==> config.mk <==
export PLATFORM = sky130hd
export DESIGN_NAME = separator_string_splitter_core
export DESIGN_NICKNAME = d
export VERILOG_FILES = /design/src/sv/sss_pkg.sv /design/src/sv/separator_string_splitter_core.sv /design/src/sv/sss_cell.sv /design/src/sv/sss_out_fifo.sv
export SDC_FILE = /design/constraint.sdc
export NUM_CORES = 1
export LEC_CHECK = 0
export BUFFER_PORTS_ARGS = -buffer_cell sky130_fd_sc_hd__buf_2
export CAP_MARGIN = 0
export CORE_MARGIN = 2
export CORE_UTILIZATION = 40
export CTS_CLUSTER_DIAMETER = 60
export DETAILED_ROUTE_END_ITERATION = 10
export SYNTH_ARGS = -nofsm -noshare
export SYNTH_HDL_FRONTEND = slang
export SYNTH_SLANG_ARGS = --single-unit
==> constraint.sdc <==
create_clock -name i_clk -period 18.06 [get_ports i_clk]
set_input_delay 0.903 -clock i_clk [delete_from_list [all_inputs] [get_ports i_clk]]
set_output_delay 0.903 -clock i_clk [all_outputs]
set_load 0.005 [all_outputs]
==> src/sv/sss_pkg.sv <==
// Shared types and constants of the separator string splitter.
`timescale 1ns / 1ps

package sss_pkg;

    localparam int MAX_SEP_BYTES  = 8;
    localparam int OFFSET_BITS    = 16;
    localparam int CFG_INDEX_BITS = 4;
    localparam int CFG_DATA_BITS  = 64;
    localparam int SEP_LEN_BITS   = 4;
    localparam int FIFO_DEPTH     = 4;
    localparam int FIFO_PTR_BITS  = $clog2(FIFO_DEPTH);
    localparam int FIFO_CNT_BITS  = $clog2(FIFO_DEPTH + 1);

    localparam logic [CFG_INDEX_BITS-1:0] CFG_SEP_BYTES  = CFG_INDEX_BITS'(0);
    localparam logic [CFG_INDEX_BITS-1:0] CFG_SEP_LENGTH = CFG_INDEX_BITS'(1);

    typedef struct packed {
        logic [7:0] data_byte;
        logic       end_of_string;
    } t_in_item;

    typedef struct packed {
        logic [OFFSET_BITS-1:0] seg_begin;
        logic [OFFSET_BITS-1:0] seg_end;
        logic                   last_segment;
        logic                   offset_overflow;
    } t_out_item;

    typedef struct packed {
        logic shift;
        logic clear;
    } t_cell_ctrl;

    typedef struct packed {
        logic [1:0] n_items;
        t_out_item  first;
        t_out_item  second;
    } t_fifo_push;

endpackage

==> src/sv/separator_string_splitter_core.sv <==
// Top level of the separator string splitter: window cell chain, offset tracking, result queue.
`timescale 1ns / 1ps
//
// Splits a byte stream into segments at non-overlapping occurrences of a separator
// of 1 to MAX_SEP_BYTES bytes. Input beats carry one byte and an end-of-string flag;
// output beats carry one segment (begin offset, end offset, last flag, overflow flag).
// The configuration channel writes the separator pattern (index 0) and its length
// (index 1); o_cfg_ready is always high. Write it only while no string is in flight.
// One input beat is taken per cycle while o_in_stall is low. The separator compare is done
// across the row of window cells in the same cycle as the byte arrives, so a byte never
// waits on the one before it. Segments are registered into a four-entry queue and leave it
// in order; a byte that ends both a separator and the string gives two beats.
// o_in_stall rises when the queue holds three or more segments, so a stalled receiver
// holds back the input after at most a few beats and nothing is dropped.
// Reset empties the queue and the window, zeroes all offsets, sets the separator to
// one zero byte, and lets the first byte in on the next cycle.
//
module separator_string_splitter_core
    import sss_pkg::*;
#(
    parameter int MAX_SEP_BYTES = sss_pkg::MAX_SEP_BYTES
) (
    input  logic                      i_clk,
    input  logic                      i_rst_n,
    input  logic                      i_in_valid,
    output logic                      o_in_stall,
    input  t_in_item                  i_in_item,
    output logic                      o_out_valid,
    input  logic                      i_out_stall,
    output t_out_item                 o_out_item,
    input  logic                      i_cfg_valid,
    output logic                      o_cfg_ready,
    input  logic [CFG_INDEX_BITS-1:0] i_cfg_index,
    input  logic [CFG_DATA_BITS-1:0]  i_cfg_data
);

    localparam logic [SEP_LEN_BITS-1:0] MAX_LEN = SEP_LEN_BITS'(MAX_SEP_BYTES);
    localparam logic [OFFSET_BITS-1:0]  OFF_MAX = '1;

    logic [MAX_SEP_BYTES*8-1:0] r_sep_bytes;
    logic [SEP_LEN_BITS-1:0]    r_sep_len;
    logic [OFFSET_BITS-1:0]     r_pos;
    logic [OFFSET_BITS-1:0]     r_seg_start;
    logic                       r_ovf;

    logic [SEP_LEN_BITS-1:0]    eff_len;
    logic                       accept;
    logic                       match;
    logic                       eos;
    logic                       sat;
    logic                       ovf_now;
    logic [OFFSET_BITS-1:0]     end_off;
    logic [OFFSET_BITS-1:0]     sep_begin;
    logic [OFFSET_BITS-1:0]     n_seg_start;
    t_cell_ctrl                 cell_ctrl;
    t_fifo_push                 push;
    t_out_item                  match_item;
    t_out_item                  eos_item;
    logic [FIFO_CNT_BITS-1:0]   fifo_count;

    logic [7:0] cell_in_byte  [MAX_SEP_BYTES];
    logic       cell_in_valid [MAX_SEP_BYTES];
    logic [7:0] cell_byte     [MAX_SEP_BYTES];
    logic       cell_valid    [MAX_SEP_BYTES];
    logic [MAX_SEP_BYTES-1:0] cell_hit;

    // Configuration registers.
    assign o_cfg_ready = 1'b1;

    always_ff @(posedge i_clk) begin
        if (!i_rst_n) begin
            r_sep_bytes <= '0;
            r_sep_len   <= SEP_LEN_BITS'(1);
        end else if (i_cfg_valid) begin
            unique case (i_cfg_index)
                CFG_SEP_BYTES:  r_sep_bytes <= i_cfg_data[MAX_SEP_BYTES*8-1:0];
                CFG_SEP_LENGTH: r_sep_len   <= i_cfg_data[SEP_LEN_BITS-1:0];
                default: ;
            endcase
        end
    end

    always_comb begin
        if (r_sep_len == '0) begin
            eff_len = SEP_LEN_BITS'(1);
        end else if (r_sep_len > MAX_LEN) begin
            eff_len = MAX_LEN;
        end else begin
            eff_len = r_sep_len;
        end
    end

    assign accept = i_in_valid && !o_in_stall;
    assign eos    = i_in_item.end_of_string;

    // Window cell row; the newest byte enters cell 0 and each cell hands its byte on.
    assign cell_ctrl.shift = accept;
    assign cell_ctrl.clear = match || eos;

    for (genvar j = 0; j < MAX_SEP_BYTES; j++) begin : g_cell
        if (j == 0) begin : g_head
            assign cell_in_byte[j]  = i_in_item.data_byte;
            assign cell_in_valid[j] = 1'b1;
        end else begin : g_body
            assign cell_in_byte[j]  = cell_byte[j-1];
            assign cell_in_valid[j] = cell_valid[j-1];
        end

        sss_cell #(
            .MAX_SEP_BYTES (MAX_SEP_BYTES),
            .CELL_IDX      (j)
        ) u_cell (
            .i_clk   (i_clk),
            .i_rst_n (i_rst_n),
            .i_ctrl  (cell_ctrl),
            .i_byte  (cell_in_byte[j]),
            .i_valid (cell_in_valid[j]),
            .i_sep   (r_sep_bytes),
            .i_len   (eff_len),
            .o_byte  (cell_byte[j]),
            .o_valid (cell_valid[j]),
            .o_hit   (cell_hit[j])
        );
    end

    assign match = &cell_hit;

    // Offsets stick at the top of the range once the position saturates.
    assign sat     = r_pos == OFF_MAX;
    assign ovf_now = r_ovf || sat;
    assign end_off = sat ? OFF_MAX : r_pos + OFFSET_BITS'(1);

    always_comb begin
        if (end_off >= OFFSET_BITS'(eff_len)) begin
            sep_begin = end_off - OFFSET_BITS'(eff_len);
        end else begin
            sep_begin = '0;
        end
    end

    assign n_seg_start = match ? end_off : r_seg_start;

    always_comb begin
        match_item.seg_begin       = r_seg_start;
        match_item.seg_end         = (sep_begin < r_seg_start) ? r_seg_start : sep_begin;
        match_item.last_segment    = 1'b0;
        match_item.offset_overflow = ovf_now;
        eos_item.seg_begin         = n_seg_start;
        eos_item.seg_end           = end_off;
        eos_item.last_segment      = 1'b1;
        eos_item.offset_overflow   = ovf_now;
    end

    always_comb begin
        push.first   = match ? match_item : eos_item;
        push.second  = eos_item;
        push.n_items = 2'd0;
        if (accept) begin
            push.n_items = 2'(match) + 2'(eos);
        end
    end

    always_ff @(posedge i_clk) begin
        if (!i_rst_n) begin
            r_pos       <= '0;
            r_seg_start <= '0;
            r_ovf       <= 1'b0;
        end else if (accept) begin
            if (eos) begin
                r_pos       <= '0;
                r_seg_start <= '0;
                r_ovf       <= 1'b0;
            end else begin
                r_pos       <= end_off;
                r_seg_start <= n_seg_start;
                r_ovf       <= ovf_now;
            end
        end
    end

    sss_out_fifo u_out_fifo (
        .i_clk   (i_clk),
        .i_rst_n (i_rst_n),
        .i_push  (push),
        .i_stall (i_out_stall),
        .o_valid (o_out_valid),
        .o_item  (o_out_item),
        .o_count (fifo_count)
    );

    // Room for two more segments must remain before another byte is taken.
    assign o_in_stall = fifo_count > FIFO_CNT_BITS'(FIFO_DEPTH - 2);

endmodule

==> src/sv/sss_cell.sv <==
// One window cell: holds one byte of the sliding window and compares it with the separator.
`timescale 1ns / 1ps

module sss_cell
    import sss_pkg::*;
#(
    parameter int MAX_SEP_BYTES = sss_pkg::MAX_SEP_BYTES,
    parameter int CELL_IDX      = 0
) (
    input  logic                       i_clk,
    input  logic                       i_rst_n,
    input  t_cell_ctrl                 i_ctrl,
    input  logic [7:0]                 i_byte,
    input  logic                       i_valid,
    input  logic [MAX_SEP_BYTES*8-1:0] i_sep,
    input  logic [SEP_LEN_BITS-1:0]    i_len,
    output logic [7:0]                 o_byte,
    output logic                       o_valid,
    output logic                       o_hit
);

    localparam logic [SEP_LEN_BITS:0] IDX = (SEP_LEN_BITS + 1)'(CELL_IDX);

    logic [7:0] r_byte;
    logic       r_valid;
    logic [7:0] sep_sel;
    logic       active;

    // This cell sees window byte CELL_IDX, which must equal separator byte len-1-CELL_IDX.
    always_comb begin
        sep_sel = '0;
        for (int k = 0; k < MAX_SEP_BYTES; k++) begin
            if ((SEP_LEN_BITS + 1)'(k) + IDX + (SEP_LEN_BITS + 1)'(1) == {1'b0, i_len}) begin
                sep_sel = i_sep[8*k +: 8];
            end
        end
    end

    assign active = IDX < {1'b0, i_len};
    assign o_hit  = !active || (i_valid && (sep_sel == i_byte));

    always_ff @(posedge i_clk) begin
        if (!i_rst_n) begin
            r_valid <= 1'b0;
        end else if (i_ctrl.shift) begin
            r_valid <= i_ctrl.clear ? 1'b0 : i_valid;
        end
    end

    always_ff @(posedge i_clk) begin
        if (i_ctrl.shift) begin
            r_byte <= i_byte;
        end
    end

    assign o_byte  = r_byte;
    assign o_valid = r_valid;

endmodule

==> src/sv/sss_out_fifo.sv <==
// Small result queue that takes up to two segments per cycle and hands out one per cycle unless stalled.
`timescale 1ns / 1ps

module sss_out_fifo
    import sss_pkg::*;
(
    input  logic                     i_clk,
    input  logic                     i_rst_n,
    input  t_fifo_push               i_push,
    input  logic                     i_stall,
    output logic                     o_valid,
    output t_out_item                o_item,
    output logic [FIFO_CNT_BITS-1:0] o_count
);

    t_out_item                mem [FIFO_DEPTH];
    logic [FIFO_PTR_BITS-1:0] r_wr_ptr;
    logic [FIFO_PTR_BITS-1:0] r_rd_ptr;
    logic [FIFO_CNT_BITS-1:0] r_count;
    logic [FIFO_CNT_BITS-1:0] n_count;
    logic                     pop;

    assign pop = (r_count != '0) && !i_stall;

    always_comb begin
        n_count = r_count + FIFO_CNT_BITS'(i_push.n_items);
        if (pop) begin
            n_count = n_count - FIFO_CNT_BITS'(1);
        end
    end

    always_ff @(posedge i_clk) begin
        if (!i_rst_n) begin
            r_wr_ptr <= '0;
            r_rd_ptr <= '0;
            r_count  <= '0;
        end else begin
            r_wr_ptr <= r_wr_ptr + FIFO_PTR_BITS'(i_push.n_items);
            if (pop) begin
                r_rd_ptr <= r_rd_ptr + FIFO_PTR_BITS'(1);
            end
            r_count <= n_count;
        end
    end

    always_ff @(posedge i_clk) begin
        if (i_push.n_items != 2'd0) begin
            mem[r_wr_ptr] <= i_push.first;
        end
        if (i_push.n_items == 2'd2) begin
            mem[r_wr_ptr + FIFO_PTR_BITS'(1)] <= i_push.second;
        end
    end

    assign o_valid = r_count != '0;
    assign o_item  = mem[r_rd_ptr];
    assign o_count = r_count;

endmodule

==> impl_summary.md <==
Worst setup path
The arrival time reported for the critical path endpoint is roughly 8000 ps. The data required time at the worst endpoint is 18,330 ps. The endpoint identified for the worst register-to-register timing path is u_out_fifo.mem[0][5]$_DFFE_PP_. The critical path is of the reg -> reg type.

The biggest fanout along the worst timing path is 18. The worst setup path is launched from a register. The minimum setup slack among reg-to-reg paths is 10,150 ps. The worst reg-to-reg path cell count is 20. The worst setup path is captured at a register. The worst register-to-register path begins at r_pos[0]$_SDFFE_PN0P_.

Routing
Summed over all layers, the routed wires come to 60,560 um. For this run, design rule violations remaining after detail routing come to 0. The mean routed wirelength per cell is 24.40 um. The violation count after the first detailed-route iteration is 1,623.

In this run the remaining antenna-violating nets after routing total 0. The detailed-routing iteration count for the pre-antenna-repair pass is 7. The detailed-route vias per instance is 6.099.

Summing over every cut layer, the via total after detailed routing is ~15,000.

Final layout
The number of diodes is 0. Of the cells placed in the final design, the portion with a size suffix greater than 1 is 0.1552. The layout net count is 1,962. The area growth from synthesis to layout is 11.42%.

Floorplan
The die covers between 40,000 and 50,000 um^2. The die is between 200 and 250 um tall. The initial core utilization is 0.4032. The placeable core region is 45,090 um^2. The overall die width is roughly 220 um. The floorplan has 78 rows. The I/O pin count is 119.

CTS
Buffers added to address setup during post-CTS repair amount to 0. The clock tree from TritonCTS is yes. The cell sitting at the root of the clock tree is a clkbuf_16. The latest clock arrival within the worst-skew pair is 560 ps.

The count of clock tree sinks is 309. The number of buffers inserted for hold repair after clock tree synthesis is 0. The number of buffers created by CTS is 37. The number of gates resized after CTS was 0.

The clock tree synthesis step divided the H-tree into 2 levels. The maximum clock insertion buffer count is 3. After clock tree synthesis, the clock-pin slew on the worst setup and hold paths is 60 ps.

STA
Setup repair after global routing left no endpoint under its margin. The final-report max-slew violation count is 0. The setup TNS after final layout is 0 ps. The time the worst path needs with I/O delays and setup is 7907 ps. Clock skew on the completed layout was measured at 24.85 ps. Measured against its own limit, the worst slew margin works out to 0.1779. The final count of hold timing violations is 0. Timing would allow up to 0.1265 GHz. The pin slew with the least headroom to its limit is 1233 ps. The total of endpoints with negative setup slack in the final report is 0. On the final layout, the worst hold slack is 448.2 ps.

Dividing the final minimum period by the clock period gives 0.4378.

Placed design
Detailed placement ended at an HPWL of 41,240 um. The routability congestion estimate from global placement is 0.9922. The number of port buffers is 117.

Pwr
The power per unit of standard cell area is 103.9 nW/um^2. The maximum resistive drop on vdd is a little over 0.00007 V. The analysis attributes to cell leakage a power of 6.759 nW.

GRT
In the global route stage, overall resource usage came out at 0.2585. The via count of the first global-routing pass is ~15,000. Summed over all layers, the global routing overflow is 0. The maximum number of pins on one net before global-route repair is between 100 and 150. The initial antenna violation count is 0. The first global-routing pass estimated 93,210 um of wire.

Min path
The path class of the tightest hold or removal check is reg -> reg. The worst hold path begins at g_cell[2].u_cell.o_byte[0]$_DFFE_PP_. The worst hold path was traced through 0 stages. The destination of the worst hold path is g_cell[3].u_cell.o_byte[0]$_DFFE_PP_.

Run
Max-cap violations in this run came to 0.

Synth
Yosys mapped a number of flops with a built-in enable equal to ~190. Counting flops with an async set or reset pin after synthesis yields a share of 0. Among all flip-flop cells after synthesis, the most frequent one is edfxtp_1. For this run, the register share of the synthesized area comes to 0.4437. Yosys mapped the design onto approximately 90 distinct sky130hd cell types. The average footprint of a synthesized cell is 9.930 um^2. Summing every instance area after synthesis gives 18,180 um^2.

The number of nets in the synthesized netlist is about 1,900. The synthesized netlist cell count is 1,831. The register bit total from synthesis is 309.

Yosys printed 0 warnings.

Outcome
The flow ran to the end, and the final reports show no timing, DRC or antenna violations.
synthesized netlist by cell type (11+ instances only):
cell type	instances	share of area
a21boi_0	88	0.036
nand3_1	39	0.011
mux2_1	17	0.011
nand4_1	22	0.0076
xnor2_1	53	0.026
a31oi_1	15	0.0052
xor2_1	28	0.013
o21ai_0	45	0.012
buf_4	11	0.0045
and2_1	20	0.0069
buf_2	29	0.0080
o221ai_1	11	0.0053
buf_1	11	0.0023
inv_1	57	0.012
clkbuf_1	107	0.022
o22ai_1	67	0.023
a21o_1	11	0.0045
nand2b_1	33	0.011
nor2_1	92	0.019
a221oi_1	13	0.0063
mux2_2	13	0.0081
edfxtp_1	188	0.31
a21oi_1	59	0.016
nand2_1	231	0.048
o2bb2ai_1	62	0.030
nor4_1	13	0.0045
mux4_2	37	0.046
nor3_1	29	0.0080
o211ai_1	15	0.0062
mux2i_1	55	0.030
nor2b_1	25	0.0086
dfxtp_1	121	0.13
ha_1	24	0.017
flip-flops by register name (all words and copies together), names as in the netlist, named ones only:
name                   count
u_out_fifo.mem           136
r_sep_bytes               64
g_cell.u_cell.o_byte      56
r_pos                     16
r_seg_start               16
g_cell.u_cell.o_valid      7
r_sep_len                  4
u_out_fifo.o_count         3
u_out_fifo.r_rd_ptr        2
u_out_fifo.r_wr_ptr        2
r_ovf                      1
worst max-delay path by stage:
stage                               start                               to  slack, ps
floorplan           r_pos[5]$_SDFFE_PN0P_  u_out_fifo.mem[0][17]$_DFFE_PP_      11850
global placement    r_pos[0]$_SDFFE_PN0P_  u_out_fifo.mem[0][13]$_DFFE_PP_      10540
detailed placement  r_pos[0]$_SDFFE_PN0P_  u_out_fifo.mem[0][13]$_DFFE_PP_      10370
CTS                 r_pos[0]$_SDFFE_PN0P_  u_out_fifo.mem[0][13]$_DFFE_PP_      10330
global route        r_pos[0]$_SDFFE_PN0P_  u_out_fifo.mem[0][15]$_DFFE_PP_       9580
finish              r_pos[0]$_SDFFE_PN0P_   u_out_fifo.mem[0][5]$_DFFE_PP_      10150
report_power, final:
group	leakage (nW)	total (mW)	switching [mW]	internal (mW)
combinational	3.38	0.469	0.266	0.204
sequential	2.78	0.879	0.0546	0.825
clock	0.598	0.755	0.319	0.436
total	6.76	2.10	0.639	1.46
layer usage:
layer  up-vias  global-route usage  wire, um
met3       138             0.04808      4846
met1      7367              0.3500     25980
met4         0              0.1089      2340
met2       747              0.4061     27390
li1       6886                   -         -
met5         -                   0         0
critical path: stages, from the launching register on:
cell and delay [ps]:
dfxtp_1 400, ha_1 250, nand4_1 390, or4_1 810
and2_1 340, inv_1 160, ha_1 290, a21oi_1 210
a31oi_1 130, nor4b_1 560, nand4_1 270, nor2_1 930
nor2b_1 160, ha_1 350, nand4_1 170, nor3_1 280
nand4_1 220, o31ai_4 960, mux2i_1 460, mux2_1 190
o22ai_1 80
layout by cell type, fill, tap and decap left out, types with 39 or more instances in the layout:
master	count
a21boi_0	88
a21oi_1	59
buf_2	117
dfxtp_1	116
edfxtp_1	188
inv_1	56
mux2i_1	55
nand2_1	231
nand3_1	39
nor2_1	92
o21ai_0	45
o22ai_1	67
o2bb2ai_1	62
xnor2_1	53
metrics by stage:
step / worst slack [ps] / power, mW / instances / utilization / instance area (um^2)
detailed placement: 10370 / 1.363 / 2415 / 0.4223 / 19040
global placement: 10540 / 1.360 / 2415 / 0.4223 / 19040
floorplan: 11850 / 1.200 / 1831 / - / 18180
CTS: 10330 / 2.120 / 2482 / 0.4493 / 20260
global route: 9577 / 2.195 / 2482 / 0.4493 / 20260
finish: 10150 / 2.104 / 2482 / 0.4493 / 20260
cell families after synthesis:
family / synth area share
AND/OR/NAND/NOR: 0.1520
AO/OA/AOI/OAI: 0.1988
flip-flops: 0.4437
buffers and inverters: 0.05278
multiplexers: 0.09469
XOR/XNOR: 0.03902
adder cells (fa/ha/maj): 0.01872
other: 0.0002063
cell type report:
cell class	instances	area, um^2
fill	4356	24830
multi-input combinational	1299	9178
sequential	309	8074
clock buffer	45	1017
timing repair buffer	148	818.3
tap	600	750.7
inverter	59	221.5
clock inverter	22	198.9
(Power assumes the default switching activity.)
